===== src/rtl/rss_pkg.sv =====
// ----------------------------------------------------------------------------
// rss_pkg
// Constants, register codes and saturation helpers for the remote setpoint
// shaper.
// ----------------------------------------------------------------------------
`default_nettype none

package rss_pkg;

  localparam int FRAC_BITS = 24;

  // wide signed working width for setpoint arithmetic
  localparam int CALC_W = 42;

  typedef logic signed [CALC_W-1:0] calc_t;

  localparam calc_t LEG_BEGIN = calc_t'(((64'd14 << FRAC_BITS) + 64'd50) / 64'd100);
  localparam calc_t LEG_INIT  = calc_t'(((64'd18 << FRAC_BITS) + 64'd50) / 64'd100);
  localparam calc_t LEG_WIN   = calc_t'(((64'd1 << FRAC_BITS) + 64'd5) / 64'd10);
  localparam calc_t LEG_MAX   = calc_t'(((64'd35 << FRAC_BITS) + 64'd50) / 64'd100);
  localparam calc_t V_THRESH  = calc_t'(((64'd1 << FRAC_BITS) + 64'd5) / 64'd10);

  localparam calc_t S40_MAX = calc_t'(64'sd549755813887);
  localparam calc_t S40_MIN = -calc_t'(64'sd549755813888);

  // three-position switch codes
  localparam logic [1:0] SW_UP     = 2'd1;
  localparam logic [1:0] SW_DOWN   = 2'd2;
  localparam logic [1:0] SW_MIDDLE = 2'd3;

  // register indexes
  localparam logic [2:0] REG_TURN_GAIN       = 3'd0;
  localparam logic [2:0] REG_LEG_GAIN        = 3'd1;
  localparam logic [2:0] REG_SPEED_GAIN      = 3'd2;
  localparam logic [2:0] REG_RAMP_STEP       = 3'd3;
  localparam logic [2:0] REG_SPEED_LIMIT     = 3'd4;
  localparam logic [2:0] REG_TURN_WINDOW     = 3'd5;
  localparam logic [2:0] REG_POSITION_WINDOW = 3'd6;

  function automatic calc_t clamp(input calc_t v, input calc_t lo, input calc_t hi);
    calc_t r;
    r = v;
    if (v < lo) begin
      r = lo;
    end else if (v > hi) begin
      r = hi;
    end
    return r;
  endfunction

  function automatic logic signed [39:0] sat40(input calc_t v);
    calc_t r;
    r = clamp(v, S40_MIN, S40_MAX);
    return r[39:0];
  endfunction

endpackage

`default_nettype wire


===== src/rtl/remote_setpoint_shaper.sv =====
// ----------------------------------------------------------------------------
// remote_setpoint_shaper
// Turns one remote-control word into turn, speed, position and leg setpoints.
// ----------------------------------------------------------------------------
// path from input acceptance to result valid: input register, then result register
// throughput: one word per cycle while the result stream is not stalled, the
// setpoint update is a single pass between the input register and the result register
// reset: control flags clear, setpoints zero, leg setpoint 0.14 m, gains and
// limits load their default values
`default_nettype none

module remote_setpoint_shaper (
  input  wire logic         clk,
  input  wire logic         rst,
  // config port
  input  wire logic         psel,
  input  wire logic         penable,
  input  wire logic         pwrite,
  input  wire logic [4:0]   paddr,
  input  wire logic [31:0]  pwdata,
  output logic      [31:0]  prdata,
  output logic              pready,
  // input stream
  input  wire logic         s_tvalid,
  output logic              s_tready,
  // turn_stick, speed_stick, leg_wheel, run_switch, leg_switch,
  // measured_yaw, measured_position, left_leg_length, right_leg_length
  input  wire logic [167:0] s_tdata,
  // result stream
  output logic              m_tvalid,
  input  wire logic         m_tready,
  // running, turn_target, speed_target, position_target, leg_target
  output logic      [135:0] m_tdata
);

  // config registers
  logic [15:0] turn_gain;
  logic [15:0] leg_gain;
  logic [15:0] speed_gain;
  logic [23:0] ramp_step;
  logic [25:0] speed_limit;
  logic [25:0] turn_window;
  logic [25:0] position_window;

  logic cfg_wr;
  assign pready = 1'b1;
  assign cfg_wr = psel & penable & pwrite;

  always_ff @(posedge clk) begin
    if (rst) begin
      turn_gain       <= 16'd1007;
      leg_gain        <= 16'd839;
      speed_gain      <= 16'd15252;
      ramp_step       <= 24'd167772;
      speed_limit     <= 26'd10066330;
      turn_window     <= 26'd5033165;
      position_window <= 26'd838861;
    end else if (cfg_wr) begin
      unique case (paddr[4:2])
        rss_pkg::REG_TURN_GAIN:       turn_gain       <= pwdata[15:0];
        rss_pkg::REG_LEG_GAIN:        leg_gain        <= pwdata[15:0];
        rss_pkg::REG_SPEED_GAIN:      speed_gain      <= pwdata[15:0];
        rss_pkg::REG_RAMP_STEP:       ramp_step       <= pwdata[23:0];
        rss_pkg::REG_SPEED_LIMIT:     speed_limit     <= pwdata[25:0];
        rss_pkg::REG_TURN_WINDOW:     turn_window     <= pwdata[25:0];
        rss_pkg::REG_POSITION_WINDOW: position_window <= pwdata[25:0];
        default: ;
      endcase
    end
  end

  always_comb begin
    unique case (paddr[4:2])
      rss_pkg::REG_TURN_GAIN:       prdata = {16'd0, turn_gain};
      rss_pkg::REG_LEG_GAIN:        prdata = {16'd0, leg_gain};
      rss_pkg::REG_SPEED_GAIN:      prdata = {16'd0, speed_gain};
      rss_pkg::REG_RAMP_STEP:       prdata = {8'd0, ramp_step};
      rss_pkg::REG_SPEED_LIMIT:     prdata = {6'd0, speed_limit};
      rss_pkg::REG_TURN_WINDOW:     prdata = {6'd0, turn_window};
      rss_pkg::REG_POSITION_WINDOW: prdata = {6'd0, position_window};
      default:                      prdata = 32'd0;
    endcase
  end

  // input register and flow control
  logic         in_valid;
  logic [167:0] in_data;
  logic         advance;

  assign advance  = in_valid & (~m_tvalid | m_tready);
  assign s_tready = ~in_valid | advance;

  always_ff @(posedge clk) begin
    if (rst) begin
      in_valid <= 1'b0;
    end else if (s_tready) begin
      in_valid <= s_tvalid;
    end
  end

  always_ff @(posedge clk) begin
    if (s_tready & s_tvalid) begin
      in_data <= s_tdata;
    end
  end

  // field unpack
  logic signed [10:0] turn_stick;
  logic signed [10:0] speed_stick;
  logic signed [10:0] leg_wheel;
  logic        [1:0]  run_switch;
  logic        [1:0]  leg_switch;
  logic signed [39:0] measured_yaw;
  logic signed [39:0] measured_position;
  logic        [23:0] left_leg_length;
  logic        [23:0] right_leg_length;

  assign turn_stick        = $signed(in_data[10:0]);
  assign speed_stick       = $signed(in_data[21:11]);
  assign leg_wheel         = $signed(in_data[32:22]);
  assign run_switch        = in_data[34:33];
  assign leg_switch        = in_data[36:35];
  assign measured_yaw      = $signed(in_data[76:37]);
  assign measured_position = $signed(in_data[116:77]);
  assign left_leg_length   = in_data[140:117];
  assign right_leg_length  = in_data[164:141];

  // state
  logic               run_flag;
  logic               leg_arm_flag;
  logic signed [39:0] leg_offset_acc;
  logic signed [39:0] turn_reg;
  logic signed [26:0] speed_reg;
  logic signed [39:0] position_reg;
  logic        [23:0] leg_reg;

  logic               run_flag_next;
  logic               leg_arm_flag_next;
  logic signed [39:0] leg_offset_acc_next;
  logic signed [39:0] turn_reg_next;
  logic signed [26:0] speed_reg_next;
  logic signed [39:0] position_reg_next;
  logic        [23:0] leg_reg_next;

  // products
  logic signed [27:0] wheel_prod;
  logic signed [27:0] turn_prod;
  logic signed [27:0] speed_cmd;

  assign wheel_prod = 28'(leg_wheel) * 28'($signed({1'b0, leg_gain}));
  assign turn_prod  = 28'(turn_stick) * 28'($signed({1'b0, turn_gain}));
  assign speed_cmd  = 28'(speed_stick) * 28'($signed({1'b0, speed_gain}));

  logic signed [39:0] acc_sat;
  logic               arm_set;
  logic signed [39:0] turn_base;
  logic signed [39:0] pos_base;

  assign acc_sat = rss_pkg::sat40(rss_pkg::calc_t'(leg_offset_acc) +
                                  rss_pkg::calc_t'(wheel_prod));

  always_comb begin
    run_flag_next = run_flag;
    turn_base     = turn_reg;
    pos_base      = position_reg;
    if (run_switch == rss_pkg::SW_MIDDLE) begin
      run_flag_next = 1'b1;
    end else if (run_switch == rss_pkg::SW_DOWN) begin
      run_flag_next = 1'b0;
      turn_base     = measured_yaw;
      pos_base      = measured_position;
    end
  end

  assign arm_set = leg_arm_flag | (~run_flag & run_flag_next);

  // speed ramp
  logic signed [28:0] speed_diff;
  logic signed [28:0] speed_diff_abs;
  logic signed [27:0] speed_cmd_abs;
  logic signed [28:0] ramp_s;

  assign speed_diff     = 29'(speed_cmd) - 29'(speed_reg);
  assign speed_diff_abs = (speed_diff < 0) ? -speed_diff : speed_diff;
  assign speed_cmd_abs  = (speed_cmd < 0) ? -speed_cmd : speed_cmd;
  assign ramp_s         = $signed({5'd0, ramp_step});

  rss_pkg::calc_t     leg_pre;
  rss_pkg::calc_t     turn_pre;
  rss_pkg::calc_t     pos_pre;
  logic signed [27:0] speed_pre;

  always_comb begin
    leg_pre             = rss_pkg::calc_t'($signed({1'b0, leg_reg}));
    turn_pre            = rss_pkg::calc_t'(turn_base);
    pos_pre             = rss_pkg::calc_t'(pos_base);
    speed_pre           = 28'(speed_reg);
    leg_offset_acc_next = acc_sat;
    leg_arm_flag_next   = arm_set;
    if (run_flag_next) begin
      leg_pre = rss_pkg::LEG_BEGIN;
      if (leg_switch == rss_pkg::SW_MIDDLE) begin
        if (!arm_set) begin
          leg_pre             = rss_pkg::LEG_INIT + rss_pkg::calc_t'(acc_sat);
          leg_offset_acc_next = '0;
        end
      end else if (leg_switch == rss_pkg::SW_DOWN) begin
        leg_arm_flag_next = 1'b0;
      end
      turn_pre = rss_pkg::calc_t'(turn_base) - rss_pkg::calc_t'(turn_prod);
      if (speed_diff_abs < ramp_s) begin
        speed_pre = speed_cmd;
      end else if (speed_cmd > 28'(speed_reg)) begin
        speed_pre = 28'(speed_reg) + 28'(ramp_s);
      end else begin
        speed_pre = 28'(speed_reg) - 28'(ramp_s);
      end
      if (rss_pkg::calc_t'(speed_cmd_abs) > rss_pkg::V_THRESH) begin
        pos_pre = rss_pkg::calc_t'(measured_position);
      end
    end
  end

  // window and limit clamps
  logic        [24:0] leg_sum;
  rss_pkg::calc_t     leg_len;
  rss_pkg::calc_t     leg_win;
  rss_pkg::calc_t     leg_lim;
  rss_pkg::calc_t     pos_w;
  rss_pkg::calc_t     turn_w;
  rss_pkg::calc_t     pos_ctr;
  rss_pkg::calc_t     yaw_ctr;
  rss_pkg::calc_t     pos_win_s;
  rss_pkg::calc_t     turn_win_s;
  logic signed [27:0] speed_lim_s;

  assign leg_sum    = {1'b0, left_leg_length} + {1'b0, right_leg_length};
  assign leg_len    = rss_pkg::calc_t'($signed({1'b0, leg_sum[24:1]}));
  assign leg_win    = rss_pkg::clamp(leg_pre, leg_len - rss_pkg::LEG_WIN,
                                     leg_len + rss_pkg::LEG_WIN);
  assign leg_lim    = rss_pkg::clamp(leg_win, rss_pkg::LEG_BEGIN, rss_pkg::LEG_MAX);
  assign leg_reg_next = leg_lim[23:0];

  assign pos_ctr    = rss_pkg::calc_t'(measured_position);
  assign pos_win_s  = rss_pkg::calc_t'($signed({1'b0, position_window}));
  assign pos_w      = rss_pkg::clamp(pos_pre, pos_ctr - pos_win_s, pos_ctr + pos_win_s);
  assign position_reg_next = rss_pkg::sat40(pos_w);

  assign yaw_ctr    = rss_pkg::calc_t'(measured_yaw);
  assign turn_win_s = rss_pkg::calc_t'($signed({1'b0, turn_window}));
  assign turn_w     = rss_pkg::clamp(turn_pre, yaw_ctr - turn_win_s, yaw_ctr + turn_win_s);
  assign turn_reg_next = rss_pkg::sat40(turn_w);

  assign speed_lim_s = $signed({2'b0, speed_limit});

  always_comb begin
    speed_reg_next = speed_pre[26:0];
    if (speed_pre > speed_lim_s) begin
      speed_reg_next = speed_lim_s[26:0];
    end else if (speed_pre < -speed_lim_s) begin
      speed_reg_next = 27'(-speed_lim_s);
    end
  end

  always_ff @(posedge clk) begin
    if (rst) begin
      run_flag       <= 1'b0;
      leg_arm_flag   <= 1'b0;
      leg_offset_acc <= '0;
      turn_reg       <= '0;
      speed_reg      <= '0;
      position_reg   <= '0;
      leg_reg        <= rss_pkg::LEG_BEGIN[23:0];
    end else if (advance) begin
      run_flag       <= run_flag_next;
      leg_arm_flag   <= leg_arm_flag_next;
      leg_offset_acc <= leg_offset_acc_next;
      turn_reg       <= turn_reg_next;
      speed_reg      <= speed_reg_next;
      position_reg   <= position_reg_next;
      leg_reg        <= leg_reg_next;
    end
  end

  // result register
  always_ff @(posedge clk) begin
    if (rst) begin
      m_tvalid <= 1'b0;
    end else if (advance) begin
      m_tvalid <= 1'b1;
    end else if (m_tready) begin
      m_tvalid <= 1'b0;
    end
  end

  always_ff @(posedge clk) begin
    if (advance) begin
      m_tdata <= {4'd0, leg_reg_next, position_reg_next, speed_reg_next,
                  turn_reg_next, run_flag_next};
    end
  end

  // checks
  a_leg_range: assert property (@(posedge clk) disable iff (rst)
    m_tvalid |-> (m_tdata[131:108] >= rss_pkg::LEG_BEGIN[23:0]) &&
                 (m_tdata[131:108] <= rss_pkg::LEG_MAX[23:0]))
    else $error("leg target outside limits");

  a_speed_range: assert property (@(posedge clk) disable iff (rst)
    m_tvalid |-> (28'($signed(m_tdata[67:41])) <= speed_lim_s) &&
                 (28'($signed(m_tdata[67:41])) >= -speed_lim_s))
    else $error("speed target outside limit");

  a_running_tracks: assert property (@(posedge clk) disable iff (rst)
    advance |=> (m_tdata[0] == run_flag))
    else $error("running bit differs from run flag");

  a_input_hold: assert property (@(posedge clk) disable iff (rst)
    (in_valid && !advance) |=> (in_valid && $stable(in_data)))
    else $error("pending input word lost");

  a_state_hold: assert property (@(posedge clk) disable iff (rst)
    !advance |=> ($stable(leg_offset_acc) && $stable(turn_reg) && $stable(speed_reg)))
    else $error("state changed without a word");

endmodule

`default_nettype wire

===== config.mk =====
export PLATFORM = sky130hd
export DESIGN_NAME = remote_setpoint_shaper
export DESIGN_NICKNAME = d
export VERILOG_FILES = /design/src/rtl/rss_pkg.sv /design/src/rtl/remote_setpoint_shaper.sv
export SDC_FILE = /design/constraint.sdc
export NUM_CORES = 2
export LEC_CHECK = 0
export CAP_MARGIN = 20
export CORE_AREA = 2 2 424 426
export CTS_CLUSTER_SIZE = 8
export DETAILED_ROUTE_END_ITERATION = 8
export DIE_AREA = 0 0 426 428
export DONT_BUFFER_PORTS = 1
export PLACE_DENSITY = 0.52
export SYNTH_ARGS = -nofsm -noshare
export SYNTH_HDL_FRONTEND = slang
export SYNTH_SLANG_ARGS = --single-unit

===== constraint.sdc =====
create_clock -name clk -period 16.9 [get_ports clk]
set_input_delay 0.845 -clock clk [delete_from_list [all_inputs] [get_ports clk]]
set_output_delay 0.845 -clock clk [all_outputs]
set_load 0.02 [all_outputs]

==> results.txt <==
* Root Buffer Master: sky130_fd_sc_hd__clkbuf_16
* Die Y: 428 um
- Count of placed standard cells in the final layout, fillers left out: 10706
- I/O pin count: 383
- The tree built by TritonCTS fans out to 622 sinks.
* WHS: 0.192 ns
- Tcrit/Tclk final: 0.940
* CP Class: flip-flop to flip-flop
- The total overflow left after global routing is 0.
* Post-route setup slack: 1.02 ns
- Dividing the synthesized area by the synthesized cell count gives 8.41 um2.
- The floorplan has 155 rows.
- At the pin with the least slew margin, the transition time is 1.14 ns.
* Share of power burned in the clock network: 0.106
- Pwr dens: 236 nW/um2
- Data on the critical path arrives at its endpoint at 16.50 ns.
* Crit end category: flip-flop
- Count of vias placed by the detailed router: 60593
* Dpl ws: 0.710 ns
- Average via count per standard cell: 5.66
- For this configuration, the core starts out at a cell density of 0.399.
- Total length of routed wires: 263 mm
- Total routing usage reported by global routing: 0.285
* Vias in the first global route: 60734
- Synthesis instantiated 120 different standard cells from the library.
- The share of total power dissipated in sequential elements is 0.136.
* Fill count: 17965
* Cell count after synthesis: 8429
- Area of the mapped netlist: 70900 um2
- In this run, the number of DRC markers left after iteration 0 of detailed routing was 4320.
- The worst path in the final design needs a cycle of 15.88 ns, including I/O delays and setup.
* Max-cap violation count: 0
* Area of the core: 178000 um2
- First-pass GRT wire length: 393 mm
- The finished cells cover 76400 um2.
- Largest register FFs: 165
- Net switching share of the total power: 0.542
- After detailed routing, the number of remaining DRC violations is 0.
- Once placement completed, the tool counted placed cells totaling 10527.
* Total power consumption of the routed design: 18.1 mW
- In the synthesized netlist the dominant register cell turns out to be sky130_fd_sc_hd__dfxtp_1.
- Counting along the longest clock path gives a buffer depth of 3.
* Final core occ: 0.430
- Antenna-violating nets left: 0
- Post-synthesis register bit count: 622
- Total of endpoints with negative setup slack in the final report: 0
- Run status: finished, final reports clean
* Share of cells above drive strength 1: 0.0500
- Asr flop ratio synth: 0
* Post-detail-place hpwl: 211 mm
- For the worst setup path, the data required time is 17.52 ns.
- The pre-antenna-repair detailed-routing pass consisted of 8 iterations.
- Measured along the x axis, the die boundary spans 426 um.
* CTS tree: built
- During synthesis, Yosys emitted a total of 0 warnings.
- During placement, the flow inserted port buffers numbering 0.
- Headroom to the max-slew limit came out at 0.234.
- Average wire per cell in the routed design: 24.6 um
- Latest clock arrival within the worst-skew pair: 0.75 ns
* Internal power summed over all cells: 8.27 mW
- For this run, the register share of the synthesized area comes to 0.218.
- Setup repair after global routing left no endpoint under its margin.
- Combinational share of power: 0.758
- Top library cells by usage in the layout, fill and taps aside: sky130_fd_sc_hd__inv_1, sky130_fd_sc_hd__nand2_1, sky130_fd_sc_hd__ha_1, sky130_fd_sc_hd__nor2_1, sky130_fd_sc_hd__a21oi_1
- Yosys mapped a number of flops with a built-in enable equal to 297.
- The tightest min-delay check is of the input pin to flip-flop type.
- Summed over all nets, the switching power comes to 9.78 mW.
* Final hold violation count: 0
* Layout area overhead: 7.83%
- Most repeated library cell on the critical path: sky130_fd_sc_hd__o21a_1
- Maximum number of pins on one net before global-route repair: 232
- F_max: 63.0 MHz
- Floorplan die area: 182000 um2
* Critical path fanouts, max: 16
- Initial antenna violation count: 23
* Final setup skew: 0.0474 ns
- After detailed placement, the total cell area comes to 73400 um2.
- Clock buffer count from CTS: 93
* Count of H-tree levels built during CTS: 3
* Max stage delay cell, worst path: sky130_fd_sc_hd__edfxtp_1
* Area taken by flip-flops and latches: 15400 um2
* Commonest non-fill, non-tap cell in the layout: sky130_fd_sc_hd__inv_1
- Register with the most flip-flops: in_data
* Footprint of the multi-input gates: 50500 um2
- Crit-path max cell delay: 0.72 ns
* Top Registers: in_data: 165 flops, m_tdata: 132 flops
- Clock transition at the registers of the reported paths: 0.06 ns
* Number of slew-limit violations in the final report: 0
* Post-layout nets: 9730
* VDD IR-drop max: 0.256 mV
- In this run the static leakage power is 33.7 nW.
- STA classifies the critical path startpoint as a flip-flop.
- Setup tns final: 0 ns
- Gpl congestion: 0.963
==> power groups by stage <==
stage / logic (mW) / registers (mW) / clock network, mW
final: 13.7 / 2.45 / 1.91
after global routing: 15.1 / 2.48 / 2.01
after CTS: 13.6 / 2.46 / 1.96
after detailed placement: 13.5 / 2.48 / 0
after global placement: 13.4 / 2.48 / 0
after floorplan: 9.45 / 2.34 / 0
==> layout make-up <==
class,count,area share
multi-input combinational,6477,0.661
sequential,622,0.202
inverter,942,0.0464
tap,2355,0.0386
clock buffer,152,0.0352
timing repair buffer,136,0.0139
clock inverter,11,0.00257
antenna,11,0.000360
==> what timing repair did <==
item,in CTS,in global routing
setup buffers,0,3
hold buffers,0,0
endpoints found under the hold margin,0,0
resized for setup,0,10
endpoints found under the setup margin,0,54
==> layer usage <==
layer | up-vias | routed length, um | track usage
met5 | - | 79 | 0
met1 | 29655 | 105000 | 0.336
li1 | 28779 | - | -
met4 | 12 | 15700 | 0.148
met2 | 1631 | 130000 | 0.501
met3 | 516 | 12100 | 0.0380
==> path summary, 6_finish.rpt <==
path | from | end | slack, ns | cells after the start
worst max-delay path | in_data[14]$_DFFE_PP_ | speed_reg[22]$_SDFFE_PP0P_ | 1.02 | 66
worst min-delay path | rst | m_tvalid$_SDFFE_PP0P_ | 0.19 | 1
worst max register to register | in_data[14]$_DFFE_PP_ | speed_reg[22]$_SDFFE_PP0P_ | 1.02 | 66
worst min register to register | turn_reg[22]$_SDFFE_PP0P_ | turn_reg[22]$_SDFFE_PP0P_ | 0.45 | 2
==> cell usage after synthesis (all sizes together) (16+ instances only) <==
| cell type | number | area share |
|---|---|---|
| dfxtp | 325 | 0.092 |
| nand2b | 106 | 0.0094 |
| nor2b | 131 | 0.012 |
| nand2 | 897 | 0.048 |
| a22o | 61 | 0.0075 |
| a211oi | 70 | 0.0076 |
| nor4 | 28 | 0.0026 |
| inv | 938 | 0.050 |
| nand3b | 46 | 0.0049 |
| nand3 | 142 | 0.010 |
| edfxtp | 297 | 0.13 |
| nand4 | 102 | 0.0091 |
| nor3 | 150 | 0.011 |
| xnor2 | 280 | 0.035 |
| and3 | 62 | 0.0055 |
| a21o | 165 | 0.018 |
| or2 | 31 | 0.0027 |
| fa | 440 | 0.12 |
| o31ai | 45 | 0.0050 |
| o31a | 16 | 0.0020 |
| and2 | 248 | 0.022 |
| o21a | 100 | 0.011 |
| or3 | 50 | 0.0044 |
| xor2 | 115 | 0.014 |
| a211o | 59 | 0.0073 |
| a31oi | 60 | 0.0055 |
| mux2i | 197 | 0.028 |
| mux2 | 49 | 0.0078 |
| o21ai | 387 | 0.027 |
| a22oi | 48 | 0.0051 |
| ha | 806 | 0.14 |
| a21boi | 27 | 0.0029 |
| o22ai | 17 | 0.0015 |
| o211ai | 39 | 0.0041 |
| o21bai | 40 | 0.0042 |
| a21oi | 572 | 0.041 |
| clkbuf | 329 | 0.017 |
| buf | 69 | 0.0051 |
| nor2 | 603 | 0.032 |
==> critical path, delay by kind of cell, from the launching register on <==
| family | cells | cell delay [ns] |
|---|---|---|
| simple gates | 12 | 2.44 |
| xor+xnor | 1 | 0.39 |
| buf+inv | 6 | 0.74 |
| compound gates | 37 | 7.59 |
| flops | 1 | 0.72 |
| fa+ha+maj | 9 | 3.47 |
| mux | 1 | 0.36 |
==> cells by family (layout without fill, tap and decap cells) <==
family,Yosys count,after routing,share of synthesized area
AND/OR/NAND/NOR,2663,2663,0.181
AO/OA/AOI/OAI,1910,1910,0.177
buffers and inverters,1340,1241,0.0725
adder cells (fa/ha/maj),1251,1251,0.267
flip-flops,622,622,0.218
XOR/XNOR,395,395,0.0489
multiplexers,246,246,0.0358
other,2,23,0.000106
(Power assumes the default switching activity.)
